### config.mk
export PLATFORM = sky130hd
export DESIGN_NAME = sters_seq
export DESIGN_NICKNAME = d
export VERILOG_FILES = /design/src/design/sters_pkg.sv /design/src/design/sters_seq.sv
export SDC_FILE = /design/constraint.sdc
export NUM_CORES = 1
export LEC_CHECK = 0
export BUFFER_PORTS_ARGS = -buffer_cell sky130_fd_sc_hd__buf_2
export CAP_MARGIN = 20
export CORE_AREA = 2 2 39 41
export DETAILED_ROUTE_END_ITERATION = 8
export DIE_AREA = 0 0 41 43
export PLACE_DENSITY = 0.46
export SYNTH_ARGS = -nofsm -noshare
export SYNTH_HDL_FRONTEND = slang
export SYNTH_SLANG_ARGS = --single-unit
### constraint.sdc
create_clock -name clk_i -period 3 [get_ports clk_i]
set_clock_uncertainty 0.2 [all_clocks]
set_input_delay 0.6 -clock clk_i [delete_from_list [all_inputs] [get_ports clk_i]]
set_output_delay 0.6 -clock clk_i [all_outputs]
set_load 0.01 [all_outputs]
### src/design/sters_pkg.sv
// ----------------------------------------------------------------------------
// sters_pkg: shared types and constants for the equal-range search block
// Table geometry, field widths and the control/status bundles that pass
// between the sequencer and the datapath.
// ----------------------------------------------------------------------------
package sters_pkg;

  // Table geometry
  localparam int unsigned TABLE_DEPTH = 256;
  localparam int unsigned IDX_W       = $clog2(TABLE_DEPTH);
  localparam int unsigned CNT_W       = IDX_W + 1;
  localparam int unsigned DATA_W      = 32;

  // Operation codes of an input item
  localparam logic OP_WRITE = 1'b0;
  localparam logic OP_QUERY = 1'b1;

  // Strobes from the sequencer, already qualified by their conditions
  typedef struct packed {
    logic init;     // load key and bounds for the leftward search
    logic probe;    // latch midpoint and read the table there
    logic compare;  // narrow the range from the read word
    logic swap;     // save the first match, restart for the rightward search
    logic emit;     // load the result register
  } ctl_t;

  // Status from the datapath back to the sequencer
  typedef struct packed {
    logic range_empty;  // lo has passed hi, current search is finished
    logic dir_right;    // the rightward search is running
    logic out_blocked;  // result register full and not taken this cycle
  } stat_t;

endpackage

### src/design/sters_seq.sv
// ----------------------------------------------------------------------------
// sters_seq: microcoded sequencer
// A five-step program in a read-only table. Each control word names one
// datapath action, a jump condition and the two successor steps.
// ----------------------------------------------------------------------------
module sters_seq (
  input  logic             clk_i,
  input  logic             rst_ni,
  input  logic             start_i,
  input  sters_pkg::stat_t stat_i,
  output sters_pkg::ctl_t  ctl_o,
  output logic             idle_o
);
  import sters_pkg::*;

  typedef logic [2:0] step_t;

  typedef enum logic [2:0] {
    ACT_INIT,
    ACT_PROBE,
    ACT_COMPARE,
    ACT_SWAP,
    ACT_EMIT
  } act_e;

  typedef enum logic [2:0] {
    COND_ALWAYS,
    COND_START,
    COND_RANGE_EMPTY,
    COND_DIR_RIGHT,
    COND_OUT_BLOCKED
  } cond_e;

  typedef struct packed {
    act_e  act;
    cond_e cond;
    step_t on_true;
    step_t on_false;
  } uword_t;

  localparam step_t STEP_IDLE  = 3'd0;
  localparam step_t STEP_PROBE = 3'd1;
  localparam step_t STEP_CMP   = 3'd2;
  localparam step_t STEP_SWAP  = 3'd3;
  localparam step_t STEP_EMIT  = 3'd4;

  // Control store
  function automatic uword_t rom(input step_t step);
    uword_t w;
    case (step)
      STEP_IDLE:  w = '{ACT_INIT,    COND_START,       STEP_PROBE, STEP_IDLE};
      STEP_PROBE: w = '{ACT_PROBE,   COND_RANGE_EMPTY, STEP_SWAP,  STEP_CMP};
      STEP_CMP:   w = '{ACT_COMPARE, COND_ALWAYS,      STEP_PROBE, STEP_PROBE};
      STEP_SWAP:  w = '{ACT_SWAP,    COND_DIR_RIGHT,   STEP_EMIT,  STEP_PROBE};
      STEP_EMIT:  w = '{ACT_EMIT,    COND_OUT_BLOCKED, STEP_EMIT,  STEP_IDLE};
      default:    w = '{ACT_INIT,    COND_ALWAYS,      STEP_IDLE,  STEP_IDLE};
    endcase
    return w;
  endfunction

  step_t  step_q, step_d;
  uword_t uw;
  logic   cond_met;

  assign uw = rom(step_q);

  // Condition select
  always_comb begin
    case (uw.cond)
      COND_ALWAYS:      cond_met = 1'b1;
      COND_START:       cond_met = start_i;
      COND_RANGE_EMPTY: cond_met = stat_i.range_empty;
      COND_DIR_RIGHT:   cond_met = stat_i.dir_right;
      COND_OUT_BLOCKED: cond_met = stat_i.out_blocked;
      default:          cond_met = 1'b1;
    endcase
  end

  assign step_d = cond_met ? uw.on_true : uw.on_false;

  // Action decode; init, probe, swap and emit are qualified by their conditions
  always_comb begin
    ctl_o         = '0;
    ctl_o.init    = (uw.act == ACT_INIT) && start_i;
    ctl_o.probe   = (uw.act == ACT_PROBE) && !stat_i.range_empty;
    ctl_o.compare = (uw.act == ACT_COMPARE);
    ctl_o.swap    = (uw.act == ACT_SWAP) && !stat_i.dir_right;
    ctl_o.emit    = (uw.act == ACT_EMIT) && !stat_i.out_blocked;
  end

  assign idle_o = (step_q == STEP_IDLE);

  // Step counter
  always_ff @(posedge clk_i or negedge rst_ni) begin
    if (!rst_ni) begin
      step_q <= STEP_IDLE;
    end else begin
      step_q <= step_d;
    end
  end

endmodule

# After elaboration in Yosys (flattened, before gate mapping)
# Cells that the tools add are included.
totals:
  reg_bits: 3
  out_inout_bits: 6
  word_cells: 25
classes:
  n_reduce_logical: 9
  mux: 3
  eq_ne: 12
ops:
  columns: ["operator", "n"]
  rows:
  - ["$pmux 12 s5", 1]
  - ["$eq 3x2->1 const B", 6]
  - ["$eq 3x1->1 const B", 3]
  - ["$eq 3x3->1 const B", 3]
  - ["$logic_not 3->1", 2]
  - ["$logic_and 1x1->1", 4]
  - ["$pmux 1 s4", 1]
  - ["$logic_not 1->1", 3]
  - ["$mux 3", 1]

# Logic depth before layout (Yosys ltp)
# Gate-level depths: netlist (run 1).
logic_depth:
  depth_word: 5
  ltp_mapped: 3
  mapped_depth_nobuf: 2

# Worst setup path after synthesis (run 1)
# Ideal clock, no wire load.
synth_path:
  path_kind: "reg2out"
  from: "register step_q[1]"
  to: "output ctl_o[4] (netlist name)"
  path_stages_with_launch: 4
  setup_slack_ns: 1.279
  arrival_ns: 0.921
  required_time_ns: 2.200
  path_cell_list: "dfrtp_1 buf_4 nor3_4 o21a_1"
synth_rtl:
  columns: ["item", "line_no", "text"]
  rows:
  - ["from (decl)", "sters_seq.sv:61", "step_t step_q, step_d;"]
  - ["from (signal assigned)", "sters_seq.sv:98", "step_q <= step_d;"]
  - ["to (decl)", "sters_seq.sv:11", "output sters_pkg::ctl_t ctl_o,"]

==> metrics, run 1 <==
run status=complete, no violations; Gate Count Post-Synth=21; die area=0.001763 sq mm; cell-internal power=0.0001789 W; vias after detailed routing=201; Worst EP required=2.20 ns; WL final=around 500 um; Max Freq=~470 MHz; clk slew on worst S/H paths=0.04 ns; setup tns final=0 ns; Overflow after GRT=0; layer carrying the most global-route usage=met1; vias in the first global route=173; Hold Crit Class=in2reg; Final Net Count=41; hold_ws=0.4400 ns; mean post-synth cell area=11.50 sq um; clk sinks=3; hold-fix buffer count after cts=1; Slew Viols, Final=0; power per cell area=roughly 950 mW/mm^2; Combinational Power Share=0.403; switch share=0.4168; Period minus WS final=2.115 ns; number of buffers created by CTS=3; die width=41 um; worst vdd ir=between 400 and 500 uV; antenna cells=0; initial DRC count=0; Post-DP Area=286.5 sq um; Post-CTS Setup Inserts=0; global-route wire length before repair=between 700 and 800 um; slew margin rel.=0.7478; GP Congestion=roughly 0.69; Boundary Pins=12; grt met3 use=0.06806; largest net degree at the start of global routing=11; final setup fails=0; final non-filler cell area=roughly 320 sq um; WP data arrival=1.31 ns; Filler cells=approximately 140; Max-Cap Viols=0; syn_nets=27; Largest register FFs=3; Worst Tran Pin Value=0.3783 ns; Clock Latency Late Sink=0.23 ns; H-Tree Depth=1; port bufs=11; Pre-Repair DR Iteration Count=1; top post-synthesis cells by area=dfrtp_1 (31%), nor4b_2 (12%), buf_6 (9.3%); clock root buffer=clkbuf_4; Hold Vio Cnt, Final=0; DRC errors left=0; post-synthesis sequential area ratio=0.3109; crit-path max FO=10; clock power share=0.230; post-route ant nets=0; #FFs+latches synth=3; Die Ht=about 43 um; RSZ-0062 raised after global routing=false; DP Cell Count=45; Yosys cell types=15; critical path type=reg2out; Final Instance Count excl. Fillers=50; Synth area leader=dfrtp_1; sequential power share=0.367; switching pwr=0.0001279 W; Most flops, register=step_q; FP Rows=14; Core Box Area=about 0.0014 sq mm; CTS tree=yes; Crit. End Element=primary output; ratio of cells with drive above 1 in the final layout=0.5588; top cell type's share of synthesized area=0.3109; Vias/cell=4.020; Area Overhead vs Synth=33.68%; initial antenna violation count=0; biggest regs=step_q (3); met1 Use GR=0.1029; Mapped Area=241.5 sq um; dpl hpwl=347.2 um; crit share post-route=0.7049; initial core utilization=0.1745; Tot GR Track Use=0.07028; P_leak=between 0.15 and 0.2 nW; grt met2 use=0.06875; Wirelength per Cell=9.820 um; post-cts resize count=0; critical path startpoint category=register; Synth Warn #=0; clock buffer depth=2
-- cell type report --
class	instances	area, sq um	area share
clock buffer	4	26.28	0.08140
sequential	3	75.07	0.2326
inverter	1	3.754	0.01163
tap	16	20.02	0.06202
multi-input combinational	14	132.6	0.4109
timing repair buffer	12	65.06	0.2016
-- placed cells by master, fill, tap and decap left out --
cell type	count
buf_2	11
clkbuf_4	3
dfrtp_1	3
a31o_1	2
nor4b_2	2
o21a_1	2
nor3_4	1
nor3b_2	1
inv_2	1
mux2i_1	1
a21oi_1	1
and2b_1	1
nor3_1	1
nor2_1	1
and4b_1	1
clkbuf_1	1
dlygate4sd3_1	1
-- power groups by stage --
stage                     Combinational [W]  Sequential, W  Clock (W)
after floorplan                    0.000158      0.0000636          0
after global placement             0.000123       0.000111          0
after detailed placement           0.000123       0.000113          0
after CTS                          0.000125       0.000113  0.0000747
after global routing               0.000136       0.000120  0.0000799
final                              0.000124       0.000112  0.0000706
-- cell usage after synthesis (all sizes together) --
cell	n
nor3b	1
nor3	2
o21a	2
nor2	1
a31o	2
and4b	1
a21oi	1
dfrtp	3
nor4b	2
and2b	1
buf	3
mux2i	1
inv	1
-- kinds of logic (layout without fill, tap and decap cells) --
family / count (synthesis) / in the layout / share of synthesized area
muxes: 1 / 1 / 0.04145
and+or+nand+nor: 8 / 8 / 0.3523
AOI/OAI and AO/OA: 5 / 5 / 0.1554
DFF: 3 / 3 / 0.3109
buffers and inverters: 4 / 17 / 0.1399
-- final timing paths --
path / to / slack [ns] / start / depth (start not counted)
worst max-delay path: ctl_o[3] / 0.89 / step_q[0]$_DFF_PN0_ / 3
worst min register to register: step_q[1]$_DFF_PN0_ / 0.49 / step_q[1]$_DFF_PN0_ / 1
worst max register to register: step_q[2]$_DFF_PN0_ / 1.70 / step_q[2]$_DFF_PN0_ / 2
min in group asynchronous: step_q[2]$_DFF_PN0_ / 0.49 / rst_ni / 2
worst min-delay path: step_q[2]$_DFF_PN0_ / 0.44 / stat_i[0] / 2
max in group asynchronous: step_q[0]$_DFF_PN0_ / 2.01 / rst_ni / 2
-- through the flow --
stage          total power, W  worst slack [ns]    util
6_report            0.0003067            0.8854  0.2333
5_1_grt             0.0003357            0.7829  0.2333
4_1_cts             0.0003132            0.8703  0.2333
3_5_place_dp        0.0002365             1.123  0.2071
3_3_place_gp        0.0002346             1.115  0.2071
2_1_floorplan       0.0002220             1.279       -
-- critical path: stages (launching register included) --
cell,delay (ns)
dfrtp_1,0.56
nor3b_2,0.27
and2b_1,0.14
buf_2,0.12
-- metal layers --
layer	routed length [um]	vias up
met3	60	0
met2	128	12
li1	-	107
met4	0	0
met1	302	82
met5	0	-
(Power assumes the default switching activity.)
==> run 2, diff against run 1 <==
Clock period 3 ns to 2 ns, I/O delays scaled along.
==> metrics, run 2 (synthesized netlist as in run 1, its figures left out) <==
final worst setup slack=0.1213 ns; Crit. End Element=primary output; most common cell after layout, fill and taps aside=buf_2; RSZ-0062 raised after global routing=false; Combinational Power Share=0.400; initial core utilization=0.1745; port bufs=11; critical path type=reg2out; Vias/cell=4.020; GP Congestion=0.6634; number of buffers created by CTS=3; setup tns final=0 ns; dpl hpwl=360.6 um; Worst Hold Path Cells=2; P_leak=0.1537 nW; crit path cell chain=inv_2, nor4b_2, buf_2; clk sinks=3; Max Freq=532.3 MHz; post-route ant nets=0; r2r setup slk=around 0.71 ns; final non-filler cell area=roughly 320 sq um; Max-Cap Viols=0; Multi-input gate area=132.6 sq um; Hold Crit Class=in2reg; FP Rows=14; Final Net Count=just over 40; sequential power share=0.367; Worst EP required=1.40 ns; Boundary Pins=12; DRC errors left=0; Sequential Area=76.32 sq um; Wirelength per Cell=10.00 um; Worst Tran Pin Value=0.3688 ns; R2R Path End=step_q[2]$_DFF_PN0_; Tot GR Track Use=0.07964; CP max stage delay=0.53 ns; vias in the first global route=around 190; final setup fails=0; crit-path max FO=8; Most flops, register=step_q; power per cell area=1422 mW/mm^2; hold_ws=approximately 0.24 ns; ratio of cells with drive above 1 in the final layout=0.5882; die area=~0.0018 sq mm; Slew Viols, Final=0; critical path startpoint category=register; largest net degree at the start of global routing=11; WP data arrival=1.28 ns; slew margin rel.=0.7542; most frequent cells in the layout=buf_2 (11), clkbuf_4 (3); Period minus WS final=~1.9 ns; clock power share=0.234; initial DRC count=4; switching pwr=0.0001900 W; switch share=0.4124; Post-CTS Setup Inserts=0; Overflow after GRT=0; initial antenna violation count=0; clk slew on worst S/H paths=0.04 ns; Pre-Repair DR Iteration Count=2; clock root buffer=clkbuf_4; CP max stage cell=dfrtp_1; Die Ht=around 43 um; clock buffer depth=2; H-Tree Depth=1; run status=complete, no violations; Filler cells=153; biggest regs=step_q (3); Core Box Area=0.001384 sq mm; Clock Latency Late Sink=0.23 ns; worst slack, placed=0.3460 ns; Area Overhead vs Synth=34.20%; die width=41 um; vias after detailed routing=201; global-route wire length before repair=around 870 um; worst r2r src=step_q[2]$_DFF_PN0_; antenna cells=0; crit share post-route=0.9394; cell-internal power=0.0002708 W; R2R depth=2; Largest register FFs=3; hold path endpoint=step_q[2]$_DFF_PN0_; worst hold start=stat_i[0]; WL final=500 um; CTS tree=yes; Hold Vio Cnt, Final=0; worst vdd ir=around 470 uV; Post-DP Area=roughly 290 sq um
run 2: cell counts in the layout (fill, tap and decap cells not counted):
Identical to the previous run, type by type.
run 2: timing repair:
item	in CTS	in global routing
resized for setup	0	1
hold buffers	1	0
endpoints found under the hold margin	3	0
setup endpoints to repair	0	1
run 2: power by group through the flow:
stage / clock (W) / sequential, W / combinational (W)
after floorplan: 0 / 0.0000954 / 0.000238
after global routing: 0.000117 / 0.000183 / 0.000207
final: 0.000108 / 0.000169 / 0.000184
after global placement: 0 / 0.000167 / 0.000185
after CTS: 0.000114 / 0.000168 / 0.000189
after detailed placement: 0 / 0.000167 / 0.000186
run 2: worst max-delay path: cells and delay by family, from the launching register on:
kind | cells | cell delay (ns)
DFF | 1 | 0.53
and+or+nand+nor | 1 | 0.26
buffers and inverters | 2 | 0.25
run 2: routing by layer:
| metal | share of wire | track usage | vias to the layer above |
|---|---|---|---|
| met4 | 0.030 | 0.08000 | 0 |
| met1 | 0.48 | 0.1173 | 82 |
| met3 | 0.13 | 0.03665 | 2 |
| met2 | 0.36 | 0.07500 | 14 |
| li1 | - | - | 103 |
| met5 | 0 | 0 | - |
run 2: stage by stage:
step           total power, W    util  instances
4_1_cts             0.0004704  0.2333         50
2_1_floorplan       0.0003329       -         21
3_3_place_gp        0.0003521  0.2071         45
6_report            0.0004608  0.2342         50
3_5_place_dp        0.0003532  0.2071         45
5_1_grt             0.0005070  0.2342         50
run 2: area by class of cell:
class                           instances  area share
Multi-Input combinational cell         14      0.4093
Inverter                                1     0.01158
Timing Repair Buffer                   12      0.2008
Tap cell                               16     0.06178
Sequential cell                         3      0.2355
Clock buffer                            4     0.08108
run 2: how the worst max path moves through the flow:
stage / from / endpoint / slack [ns]
after floorplan: step_q[1]$_DFF_PN0_ / ctl_o[4] / 0.48
after global routing: step_q[1]$_DFF_PN0_ / ctl_o[1] / 0.01
after detailed placement: step_q[0]$_DFF_PN0_ / ctl_o[3] / 0.35
final: step_q[1]$_DFF_PN0_ / ctl_o[1] / 0.12
after CTS: step_q[0]$_DFF_PN0_ / ctl_o[3] / 0.07
after global placement: step_q[0]$_DFF_PN0_ / ctl_o[3] / 0.34
==> run 3, diff against run 2 <==
Clock period 2 ns to 1.8 ns, I/O delays scaled along.
==> metrics, run 3 (synthesized netlist as in run 1, its figures left out) <==
Filler cells=153; Overflow after GRT=0; CP bufs+invs=1; Tot GR Track Use=0.07964; clk sinks=3; clock root buffer=clkbuf_4; Final Net Count=41; Worst EP required=1.24 ns; initial antenna violation count=0; port bufs=11; slew margin rel.=0.8591; Largest register FFs=3; Max Freq=570.2 MHz; Core Box Area=0.001384 sq mm; clk slew on worst S/H paths=0.04 ns; met1 Use GR=0.1173; WL final=498 um; biggest regs=step_q (3); FP Rows=14; crit share post-route=0.9744; post-route ant nets=0; Vias/cell=roughly 4; Sequential Area=78.83 sq um; global-route wire length before repair=869 um; power per cell area=1575 mW/mm^2; layer carrying the most global-route usage=met1; DRC errors left=0; Worst Tran Pin Value=0.2113 ns; vias after detailed routing=201; grt met3 use=0.03665; CP max stage cell=dfrtp_2; CTS tree=yes; Hold Crit Class=in2reg; clock buffer depth=2; Multi-input gate area=between 100 and 150 sq um; initial DRC count=7; delay-heaviest family, CP=flip-flops; RSZ-0062 raised after global routing=true; most frequent cells in the layout=buf_2 (11), clkbuf_4 (3), dfrtp_2 (3); Area Overhead vs Synth=35.23%; Hold Vio Cnt, Final=0; Clock Latency Late Sink=between 0.2 and 0.25 ns; grt met2 use=0.07500; P_leak=0.1510 nW; ratio of cells with drive above 1 in the final layout=0.6471; Die Ht=43 um; cell mode on critical path=o21a_1; PnR Total Power=just over 0.0005 W; WP data arrival=~1.2 ns; vias in the first global route=between 150 and 200; dpl hpwl=360.6 um; die area=0.001763 sq mm; CP max stage delay=0.47 ns; GP Congestion=0.6634; most common cell after layout, fill and taps aside=buf_2; Pre-Repair DR Iteration Count=3; run status=complete, no violations; Crit. End Element=primary output; Wirelength per Cell=9.960 um; antenna cells=0; Most flops, register=step_q; crit path cell chain=o21a_1, o21a_1, buf_2; initial core utilization=0.1745; worst vdd ir=between 500 and 600 uV; Period minus WS final=1.754 ns; critical path startpoint category=register; post-layout util=0.2360; Max-Cap Viols=0; die width=slightly above 40 um; critical path type=reg2out; final setup fails=0; crit-path max FO=8; largest net degree at the start of global routing=11; Boundary Pins=12; H-Tree Depth=1; number of buffers created by CTS=3; Slew Viols, Final=0
-- run 3: path summary, 6_finish.rpt --
kind / start / to / slack [ns] / cells after the start
min: stat_i[0] / step_q[2]$_DFF_PN0_ / 0.20 / 2
max in group asynchronous: rst_ni / step_q[2]$_DFF_PN0_ / 1.04 / 2
max: step_q[1]$_DFF_PN0_ / ctl_o[4] / 0.05 / 3
min reg2reg: step_q[1]$_DFF_PN0_ / step_q[1]$_DFF_PN0_ / 0.39 / 1
min in group asynchronous: rst_ni / step_q[0]$_DFF_PN0_ / 0.25 / 2
max reg2reg: step_q[0]$_DFF_PN0_ / step_q[2]$_DFF_PN0_ / 0.60 / 2
-- run 3: timing repair --
| item | CTS | global route |
|---|---|---|
| hold buffers | 1 | 0 |
| pin swaps | 0 | 1 |
| setup buffers | 0 | 0 |
| endpoints found under the setup margin | 3 | 3 |
| endpoints found under the hold margin | 3 | 0 |
| resized for setup | 3 | 0 |
-- run 3: final cells by class --
cell class / instances / area share
Multi-Input combinational cell: 14 / 0.4061
Timing Repair Buffer: 12 / 0.1992
Sequential cell: 3 / 0.2414
Inverter: 1 / 0.01149
Clock buffer: 4 / 0.08046
Tap cell: 16 / 0.06130
-- run 3: per-stage QoR --
stage,worst slack [ns],instance area (sq um),setup TNS [ns],std cells,hold WS (ns)
global route,-0.02669,326.6,-0.02946,50,0.2271
detailed placement,0.1860,286.5,0,45,-0.04372
floorplan,0.3188,241.5,0,21,-0.1356
finish,0.04609,326.6,0,50,0.1989
CTS,0.02904,326.6,0,50,0.2017
global placement,0.1800,286.5,0,45,-0.04208
-- run 3: where the power goes --
part           internal [W]  switching, W
clock network     0.0000831     0.0000360
logic              0.000119     0.0000851
registers          0.000102     0.0000891
total              0.000304      0.000210
-- run 3: routing by layer --
metal / routed length, um / share of wire
met5: 0 / 0
met4: 15 / 0.030
met3: 63 / 0.13
met2: 170 / 0.34
met1: 248 / 0.50
